`src/design/fsgs_pkg.sv`:
```
// Shared constants, types and helpers for the five-servo gesture sequencer.
// Depends on nothing; the top level imports it.

package fsgs_pkg;

    localparam int FINGER_COUNT    = 5;
    localparam int GOODBYE_REPEATS = 3;

    localparam int ANGLE_W    = 8;
    localparam int OFFSET_W   = 7;
    localparam int POS_W      = 11;
    localparam int GESTURE_W  = 3;
    localparam int CFG_INDEX_W = 3;
    localparam int CFG_DATA_W  = 8;
    localparam int S_TDATA_W   = 8;
    localparam int M_TDATA_W   = 48;

    typedef logic signed [POS_W-1:0]    pos_t;
    typedef logic signed [OFFSET_W-1:0] offset_t;
    typedef logic [ANGLE_W-1:0]         angle_t;

    // Gesture codes carried in the command item.
    localparam logic [GESTURE_W-1:0] GEST_OPEN      = 3'd0;
    localparam logic [GESTURE_W-1:0] GEST_CLOSE     = 3'd1;
    localparam logic [GESTURE_W-1:0] GEST_HELLO     = 3'd2;
    localparam logic [GESTURE_W-1:0] GEST_HANDSHAKE = 3'd3;
    localparam logic [GESTURE_W-1:0] GEST_NO        = 3'd4;
    localparam logic [GESTURE_W-1:0] GEST_GOODBYE   = 3'd5;

    // Gesture phases.
    localparam logic [1:0] PH_IDLE    = 2'd0;
    localparam logic [1:0] PH_OPEN    = 2'd1;
    localparam logic [1:0] PH_CLOSE   = 2'd2;
    localparam logic [1:0] PH_PATTERN = 2'd3;

    // Configuration register indexes.
    localparam logic [CFG_INDEX_W-1:0] REG_START_ANGLE   = 3'd0;
    localparam logic [CFG_INDEX_W-1:0] REG_ANGLE_SPAN    = 3'd1;
    localparam logic [CFG_INDEX_W-1:0] REG_OFFSET_THUMB  = 3'd2;
    localparam logic [CFG_INDEX_W-1:0] REG_OFFSET_INDEX  = 3'd3;
    localparam logic [CFG_INDEX_W-1:0] REG_OFFSET_MIDDLE = 3'd4;
    localparam logic [CFG_INDEX_W-1:0] REG_OFFSET_RING   = 3'd5;
    localparam logic [CFG_INDEX_W-1:0] REG_OFFSET_PINKY  = 3'd6;

    localparam angle_t  RESET_START_ANGLE = 8'd45;
    localparam angle_t  RESET_ANGLE_SPAN  = 8'd90;
    localparam offset_t RESET_OFFSET [FINGER_COUNT] = '{
        7'sd20, -7'sd12, 7'sd7, 7'sd2, -7'sd6
    };

    localparam pos_t POS_MAX   = 11'sd1023;
    localparam pos_t ANGLE_TOP = 11'sd180;

    // Rest angle of a finger: base angle plus its signed offset.
    function automatic pos_t rest_angle(input angle_t start, input offset_t offset);
        pos_t a;
        pos_t b;
        a = $signed({3'b000, start});
        b = $signed({{(POS_W-OFFSET_W){offset[OFFSET_W-1]}}, offset});
        return a + b;
    endfunction

    // Servo output: position clamped to 0..180 degrees.
    function automatic angle_t clamp_angle(input pos_t p);
        angle_t a;
        if (p < 0) begin
            a = '0;
        end else if (p > ANGLE_TOP) begin
            a = ANGLE_TOP[ANGLE_W-1:0];
        end else begin
            a = p[ANGLE_W-1:0];
        end
        return a;
    endfunction

endpackage

```
`src/design/five_servo_gesture_sequencer.sv`:
```
// Top level of the five-servo gesture sequencer: gesture state, finger positions
// and the output register. Depends on fsgs_pkg.
//
// Usage: the input stream carries one item per command or motion tick. s_tuser
// selects the kind (0 = tick, 1 = gesture command) and s_tdata[2:0] holds the
// gesture code. A command starts open, close, hello, handshake, no or goodbye;
// it is rejected when a gesture is already running or the code is unknown.
// Every tick advances the running gesture by one motion step and moves each
// finger by at most one degree.
// Each input item produces exactly one result item on the master stream: the
// five servo angles clamped to 0..180 and the busy, rejected and finished flags.
// The result appears on m_tvalid in the cycle after the item is accepted. The
// throughput is one item per cycle while the receiver keeps up, set by the single
// pass of compare and increment logic between the input and the result register.
// When the receiver stalls, the result register holds its item and s_tready
// drops until that item is taken; it stays high while the register is empty
// or being drained in the same cycle.
// Reset returns the configuration registers to their defaults, places every
// finger at its rest angle and leaves the block idle with no pending result.
// Configuration writes are taken at any edge with cfg_we high and are meant
// for idle periods only.

module five_servo_gesture_sequencer (
    input  logic                               aclk,
    input  logic                               aresetn,
    // Input item: tdata = {gesture[2:0]} from bit 0, zero padded; tuser = operation.
    input  logic                               s_tvalid,
    output logic                               s_tready,
    input  logic [fsgs_pkg::S_TDATA_W-1:0]     s_tdata,
    input  logic                               s_tuser,
    // Result item, from bit 0: angle_thumb[7:0], angle_index[7:0],
    // angle_middle[7:0], angle_ring[7:0], angle_pinky[7:0], busy_res,
    // rejected, finished, zero padding.
    output logic                               m_tvalid,
    input  logic                               m_tready,
    output logic [fsgs_pkg::M_TDATA_W-1:0]     m_tdata,
    // Configuration write port.
    input  logic                               cfg_we,
    input  logic [fsgs_pkg::CFG_INDEX_W-1:0]   cfg_index,
    input  logic [fsgs_pkg::CFG_DATA_W-1:0]    cfg_wdata
);
    import fsgs_pkg::*;

    // Configuration registers.
    angle_t  start_angle_reg;
    angle_t  angle_span_reg;
    offset_t offset_reg [FINGER_COUNT];

    // Gesture state.
    pos_t                 position_reg  [FINGER_COUNT];
    pos_t                 position_next [FINGER_COUNT];
    logic [GESTURE_W-1:0] active_reg, active_next;
    logic [1:0]           phase_reg, phase_next;
    logic [7:0]           step_reg, step_next;
    logic [1:0]           mod3_reg, mod3_next;     // step_reg modulo 3
    logic [1:0]           repeat_reg, repeat_next;
    logic                 running_reg, running_next;

    // Result register.
    logic                 out_valid_reg;
    logic [M_TDATA_W-1:0] out_data_reg;

    logic accept;
    logic rejected;
    logic finished;
    pos_t rest      [FINGER_COUNT];
    pos_t lim_close [FINGER_COUNT];
    logic [M_TDATA_W-1:0] out_data_next;

    // The result register frees up whenever it is empty or being read.
    assign s_tready = !out_valid_reg || m_tready;
    assign accept   = s_tvalid && s_tready;
    assign m_tvalid = out_valid_reg;
    assign m_tdata  = out_data_reg;

    // Rest and full-close limits follow the registers live.
    always_comb begin
        for (int f = 0; f < FINGER_COUNT; f++) begin
            rest[f]      = rest_angle(start_angle_reg, offset_reg[f]);
            lim_close[f] = rest[f] + $signed({3'b000, angle_span_reg});
        end
    end

    always_comb begin
        logic                  closing;
        logic                  limit_done;
        logic                  all_there;
        logic                  step_end;
        logic [8:0]            step_inc;
        logic [1:0]            mod3_inc;
        logic [1:0]            repeat_inc;
        logic [7:0]            step_after;
        logic [FINGER_COUNT-1:0] inc_mask;
        logic                  e2, e3, e4;
        pos_t                  lim;

        for (int f = 0; f < FINGER_COUNT; f++) begin
            position_next[f] = position_reg[f];
        end
        active_next  = active_reg;
        phase_next   = phase_reg;
        step_next    = step_reg;
        mod3_next    = mod3_reg;
        repeat_next  = repeat_reg;
        running_next = running_reg;
        rejected     = 1'b0;
        finished     = 1'b0;

        closing    = (phase_reg == PH_CLOSE);
        limit_done = 1'b0;
        all_there  = 1'b1;
        step_end   = (step_reg >= angle_span_reg);
        step_inc   = {1'b0, step_reg} + 9'd1;
        mod3_inc   = (mod3_reg == 2'd2) ? 2'd0 : mod3_reg + 2'd1;
        repeat_inc = repeat_reg + 2'd1;
        step_after = step_reg;
        lim        = '0;

        // Pattern step index is step_reg + 1; these test its divisibility.
        e2 = step_reg[0];
        e4 = (step_reg[1:0] == 2'b11);
        e3 = (mod3_reg == 2'd2);
        case (active_reg)
            GEST_HELLO:     inc_mask = 5'b00001;
            GEST_HANDSHAKE: inc_mask = {e2, e3, e4, e4, e2};
            GEST_NO:        inc_mask = {1'b1, 1'b1, e2, e2, 1'b1};
            default:        inc_mask = 5'b11110;
        endcase

        if (accept) begin
            if (s_tuser) begin
                // Gesture command.
                if (running_reg || s_tdata[GESTURE_W-1:0] > GEST_GOODBYE) begin
                    rejected = 1'b1;
                end else begin
                    active_next  = s_tdata[GESTURE_W-1:0];
                    phase_next   = (s_tdata[GESTURE_W-1:0] == GEST_CLOSE) ? PH_CLOSE
                                                                           : PH_OPEN;
                    step_next    = '0;
                    mod3_next    = '0;
                    repeat_next  = '0;
                    running_next = 1'b1;
                end
            end else if (running_reg) begin
                if (closing || active_reg <= GEST_CLOSE || phase_reg == PH_OPEN) begin
                    // Open or close step: one degree toward the limit.
                    if (step_end) begin
                        limit_done = 1'b1;
                    end else begin
                        for (int f = 0; f < FINGER_COUNT; f++) begin
                            lim = closing ? lim_close[f] : rest[f];
                            if (closing && position_reg[f] < lim) begin
                                position_next[f] = position_reg[f] + 11'sd1;
                            end else if (!closing && position_reg[f] > lim) begin
                                position_next[f] = position_reg[f] - 11'sd1;
                            end
                            if (position_next[f] != lim) begin
                                all_there = 1'b0;
                            end
                        end
                        step_next  = step_inc[7:0];
                        mod3_next  = mod3_inc;
                        limit_done = all_there || (step_inc >= {1'b0, angle_span_reg});
                    end
                    if (closing || active_reg <= GEST_CLOSE) begin
                        if (limit_done) begin
                            finished = 1'b1;
                        end
                    end else if (limit_done) begin
                        if (angle_span_reg == '0) begin
                            finished = 1'b1;
                        end else begin
                            phase_next = PH_PATTERN;
                            step_next  = '0;
                            mod3_next  = '0;
                        end
                    end
                end else begin
                    // Pattern step: selected fingers move up one degree.
                    if (!step_end) begin
                        for (int f = 0; f < FINGER_COUNT; f++) begin
                            if (inc_mask[f] && position_reg[f] != POS_MAX) begin
                                position_next[f] = position_reg[f] + 11'sd1;
                            end
                        end
                        step_after = step_inc[7:0];
                        step_next  = step_inc[7:0];
                        mod3_next  = mod3_inc;
                    end
                    if (step_after >= angle_span_reg) begin
                        if (active_reg == GEST_GOODBYE && repeat_inc != 2'd0
                                && {30'd0, repeat_inc} < GOODBYE_REPEATS) begin
                            // Another round of open plus sweep.
                            repeat_next = repeat_inc;
                            phase_next  = PH_OPEN;
                            step_next   = '0;
                            mod3_next   = '0;
                        end else begin
                            finished = 1'b1;
                        end
                    end
                end
                if (finished) begin
                    running_next = 1'b0;
                    phase_next   = PH_IDLE;
                    step_next    = '0;
                    mod3_next    = '0;
                    repeat_next  = '0;
                end
            end
        end
    end

    // Pack the result item.
    always_comb begin
        out_data_next = '0;
        for (int f = 0; f < FINGER_COUNT; f++) begin
            out_data_next[f*ANGLE_W +: ANGLE_W] = clamp_angle(position_next[f]);
        end
        out_data_next[FINGER_COUNT*ANGLE_W]     = running_next;
        out_data_next[FINGER_COUNT*ANGLE_W + 1] = rejected;
        out_data_next[FINGER_COUNT*ANGLE_W + 2] = finished;
    end

    always_ff @(posedge aclk) begin
        if (!aresetn) begin
            start_angle_reg <= RESET_START_ANGLE;
            angle_span_reg  <= RESET_ANGLE_SPAN;
            for (int f = 0; f < FINGER_COUNT; f++) begin
                offset_reg[f]   <= RESET_OFFSET[f];
                position_reg[f] <= rest_angle(RESET_START_ANGLE, RESET_OFFSET[f]);
            end
            active_reg    <= GEST_OPEN;
            phase_reg     <= PH_IDLE;
            step_reg      <= '0;
            mod3_reg      <= '0;
            repeat_reg    <= '0;
            running_reg   <= 1'b0;
            out_valid_reg <= 1'b0;
        end else begin
            if (cfg_we) begin
                case (cfg_index)
                    REG_START_ANGLE:   start_angle_reg <= cfg_wdata;
                    REG_ANGLE_SPAN:    angle_span_reg  <= cfg_wdata;
                    REG_OFFSET_THUMB:  offset_reg[0]   <= cfg_wdata[OFFSET_W-1:0];
                    REG_OFFSET_INDEX:  offset_reg[1]   <= cfg_wdata[OFFSET_W-1:0];
                    REG_OFFSET_MIDDLE: offset_reg[2]   <= cfg_wdata[OFFSET_W-1:0];
                    REG_OFFSET_RING:   offset_reg[3]   <= cfg_wdata[OFFSET_W-1:0];
                    REG_OFFSET_PINKY:  offset_reg[4]   <= cfg_wdata[OFFSET_W-1:0];
                    default:           ;
                endcase
            end
            for (int f = 0; f < FINGER_COUNT; f++) begin
                position_reg[f] <= position_next[f];
            end
            active_reg  <= active_next;
            phase_reg   <= phase_next;
            step_reg    <= step_next;
            mod3_reg    <= mod3_next;
            repeat_reg  <= repeat_next;
            running_reg <= running_next;
            if (accept) begin
                out_valid_reg <= 1'b1;
            end else if (m_tready) begin
                out_valid_reg <= 1'b0;
            end
        end
    end

    always_ff @(posedge aclk) begin
        if (accept) begin
            out_data_reg <= out_data_next;
        end
    end

`ifndef SYNTH
    // The phase is idle exactly when no gesture runs.
    a_idle_phase: assert property (@(posedge aclk) disable iff (!aresetn)
        (phase_reg == PH_IDLE) == !running_reg)
        else $error("phase and running flag disagree");

    // An idle block keeps its counters cleared.
    a_idle_counts: assert property (@(posedge aclk) disable iff (!aresetn)
        !running_reg |-> (step_reg == '0 && repeat_reg == '0 && mod3_reg == '0))
        else $error("counters not cleared while idle");

    // The modulo-3 tracker never leaves its range.
    a_mod3_range: assert property (@(posedge aclk) disable iff (!aresetn)
        mod3_reg != 2'd3)
        else $error("modulo-3 tracker out of range");

    // A result never reports both a rejection and a completion.
    a_rej_fin: assert property (@(posedge aclk) disable iff (!aresetn)
        accept |-> !(rejected && finished))
        else $error("rejected and finished together");

    // A finishing tick leaves the block idle.
    a_fin_idle: assert property (@(posedge aclk) disable iff (!aresetn)
        (accept && finished) |=> !running_reg)
        else $error("gesture still running after finish");
`endif

endmodule
```
`config.mk`:
```
export PLATFORM = sky130hd
export DESIGN_NAME = five_servo_gesture_sequencer
export DESIGN_NICKNAME = d
export VERILOG_FILES = /design/src/design/fsgs_pkg.sv /design/src/design/five_servo_gesture_sequencer.sv
export SDC_FILE = /design/constraint.sdc
export NUM_CORES = 1
export LEC_CHECK = 0
export ABC_AREA = 0
export BUFFER_PORTS_ARGS = -buffer_cell sky130_fd_sc_hd__buf_2
export CAP_MARGIN = 10
export CELL_PAD_IN_SITES_DETAIL_PLACEMENT = 1
export CELL_PAD_IN_SITES_GLOBAL_PLACEMENT = 2
export CORE_MARGIN = 2
export CORE_UTILIZATION = 35
export CTS_CLUSTER_SIZE = 40
export DETAILED_ROUTE_END_ITERATION = 10
export PLACE_DENSITY_LB_ADDON = 0.1
export SETUP_SLACK_MARGIN = 0.02
export SLEW_MARGIN = 0
export SYNTH_ARGS = -nofsm -noshare
export SYNTH_HDL_FRONTEND = slang
export SYNTH_SLANG_ARGS = --single-unit
```
`constraint.sdc`:
```
create_clock -name aclk -period 6.5 [get_ports aclk]
set_clock_uncertainty 0.05 [all_clocks]
set_input_delay 1.3 -clock aclk [delete_from_list [all_inputs] [get_ports aclk]]
set_output_delay 1.3 -clock aclk [all_outputs]
set_load 0.05 [all_outputs]
```
==> results.cfg <==
[sta]
rsz0062_at_grt = true
hold_viol_final = 0
slew_headroom = 0.211
slew_viol_final = 0
post-route-worst-setup-slack_ns = -0.274
fin_crit_ns = 6.77
post-route-period-util = 1.04
finalSetupViolations = 17
max_freq_mhz = 148
tightest_slew_ns = 1.17

[logic_synthesis]
yosysWarnings = 0
synth_ff_type = dfxtp_1
ys_types = 109
netlist_instances = 2192
syn_area_per_cell_um2 = 8.09
netlist.area_leader.share = 0.132
synthArstFlopShare = 0
syn_area_um2 = 17700
yosys-top-cells-area = edfxtp_1 (13%), ha_1 (13%), dfxtp_1 (10%), xnor2_1 (6.0%), nand2_1 (5.0%)
synth-seq-cells = 168
synth_seq_area_share = 0.234
synth-edff-count = 78
post-synth-top-area-cell = edfxtp_1

[power]
ir_drop_mv = 0.236
total_power_mw = 4.85
p_int_mw = 2.91
total_leakage_power_nw = 9.97
power.density_nw_per_um2 = 203
seqPwrFrac = 0.244
p_sw_mw = 1.95
netSwitchingFraction = 0.401
clock_power_share = 0.223
comb_power_share = 0.534

[grt]
grt_usage = 0.283
grt_pass1_wl_um = 114000
grt_pass1_vias = 19300
antenna_found_initial = 2
overflow = 0
grt_max_degree = 54

[setup_path]
cp_max_fo = 5
crit_path_start_kind = flip-flop
worstSetupPathType = flip-flop to flip-flop
worstPathArrival_ns = 6.98
critPathMaxStageDelay_ns = 0.45
cp-end-kind = flip-flop
cp_data_required_time_ns = 6.71
slowest_stage = or4_4
crit_top_cell = buf_4

[status]
failed_checks = setup timing
status = finished with violations

[finish]
final_cell_area_um2 = 24000
syn_to_final_growth_pct = 35.2
antenna_cells = 0
largest_reg_flops = 55
fillers = 6015
fin_cells = 3336
fin_nets = 2865
drive_gt1_frac = 0.311

[cts]
cts_sinks = 168
clockRootBuffer = clkbuf_16
cts_buffers = 17
cts_buffer_depth = 2
clk_latency_ns = 0.51
cts_hold_buf = 0
htree_levels = 4
clk_pin_slew_worst_paths_ns = 0.08
cts_tree = done

[placement]
placed_area_um2 = 21600
pre_cts_ws_ns = -0.774
dp.cells = 3249
hpwl_um = 58700
place_congestion = 0.945
io_buffers = 64

[drt]
wire_per_inst_um = 22.5
wl_um = 75000
routed_via_density = 5.62
antenna_left = 0
remaining_drc_errors = 0
num_vias = 18700
drt_pass1_iterations = 5
drt_iter0_drc = 1011

[floorplanning]
boundaryPins = 75
start_util = 0.354
die_w_um = 229
core_area_um2 = 50100
die_y_um = 229
rows = 82
dieArea_um2 = 52500

[worst_hold_path]
hp-class = flip-flop to flip-flop

[flow_run]
maxCapViolCount = 0
==> power by group through the flow <==
stage	clock network [mW]	registers (mW)	logic, mW
2_1_floorplan	0	1.24	1.18
3_3_place_gp	0	1.20	2.17
3_5_place_dp	0	1.21	2.23
4_1_cts	1.11	1.18	2.46
5_1_grt	1.15	1.19	2.79
6_report	1.08	1.18	2.59
==> per-stage QoR <==
step,TNS [ns],util,hold WS [ns]
finish,-2.79,0.479,0.448
global route,-7.03,0.479,0.473
CTS,-0.898,0.469,0.450
detailed placement,-14.07,0.432,0.448
global placement,-8.24,0.432,0.426
floorplan,0,-,0.409
==> kinds of logic (layout without fill, tap and decap cells) <==
| family | after synthesis | in the layout | share of synthesized area |
|---|---|---|---|
| compound gates | 557 | 557 | 0.210 |
| xor+xnor | 188 | 188 | 0.0949 |
| fa+ha+maj | 189 | 189 | 0.138 |
| buf+inv | 178 | 646 | 0.0431 |
| flops | 168 | 168 | 0.234 |
| mux | 56 | 56 | 0.0328 |
| other cells | 1 | 5 | 0.000212 |
| simple gates | 855 | 855 | 0.248 |
==> worst max-delay path: cells and delay by family (launching register included) <==
family / cells / cell delay (ns)
adder cells (fa/ha/maj): 4 / 0.91
multiplexers: 1 / 0.20
buffers and inverters: 6 / 0.82
XOR/XNOR: 1 / 0.10
AND/OR/NAND/NOR: 10 / 2.30
AO/OA/AOI/OAI: 10 / 1.71
flip-flops: 1 / 0.39
==> metal layers <==
layer / GRT usage / share of wire / up-vias / wire (um)
li1: - / - / 8982 / -
met1: 0.370 / 0.46 / 9271 / 34200
met3: 0.0347 / 0.034 / 119 / 2570
met5: 0 / 0.00035 / - / 26
met2: 0.474 / 0.47 / 372 / 35300
met4: 0.114 / 0.039 / 4 / 2920
==> final cells by class <==
class / count / area, um^2 / area share
timing repair buffer: 534 / 3950 / 0.165
tap: 672 / 841 / 0.0351
inverter: 80 / 300 / 0.0125
sequential: 168 / 4150 / 0.173
multi-input combinational: 1850 / 14100 / 0.589
clock buffer: 17 / 425 / 0.0178
clock inverter: 15 / 180 / 0.00752
==> worst paths after layout <==
kind | to | cells after the start | slack (ns) | startpoint
worst max-delay path | m_tdata[40]$_DFFE_PP_ | 32 | -0.27 | start_angle_reg[0]$_SDFFE_PN1P_
worst min-delay path | mod3_reg[1]$_SDFFE_PN0P_ | 2 | 0.45 | mod3_reg[0]$_SDFFE_PN0P_
worst max register to register | m_tdata[40]$_DFFE_PP_ | 32 | -0.27 | start_angle_reg[0]$_SDFFE_PN1P_
worst min register to register | mod3_reg[1]$_SDFFE_PN0P_ | 2 | 0.45 | mod3_reg[0]$_SDFFE_PN0P_
==> cell usage in the layout, fill, tap and decap left out, types with 39 or more instances in the layout <==
cell,Yosys,layout
o21ai_0,107,88
buf_2,11,64
inv_1,78,76
xnor2_1,122,103
edfxtp_1,78,78
nor3_1,73,64
dfxtp_1,90,87
mux2i_1,51,39
a21oi_1,141,122
nand3_1,68,66
nor2_1,176,165
xor2_1,63,56
nand2b_1,45,44
nand2_1,237,231
buf_4,7,457
ha_1,179,158
==> Yosys cell counts (20+ instances only) <==
master,count
o21a_1,28
a31oi_1,24
and2_1,30
inv_1,78
a211oi_1,32
xnor2_1,122
o22ai_1,23
nand2b_1,45
xor2_1,63
nor3_1,73
nor2_1,176
nor4_1,25
nor3b_1,20
clkbuf_1,66
a21oi_1,141
o21ai_0,107
nand2_1,237
nor2b_1,23
ha_1,179
dfxtp_1,90
or4_1,20
nand3_1,68
a21o_1,30
mux2i_1,51
edfxtp_1,78
and3_1,23
==> timing repair <==
action,CTS,global route
resized for setup,179,84
gates cloned,0,0
buffers inserted,47,10
pin swaps,64,62
endpoints found under the setup margin,39,41
(Power assumes the default switching activity.)
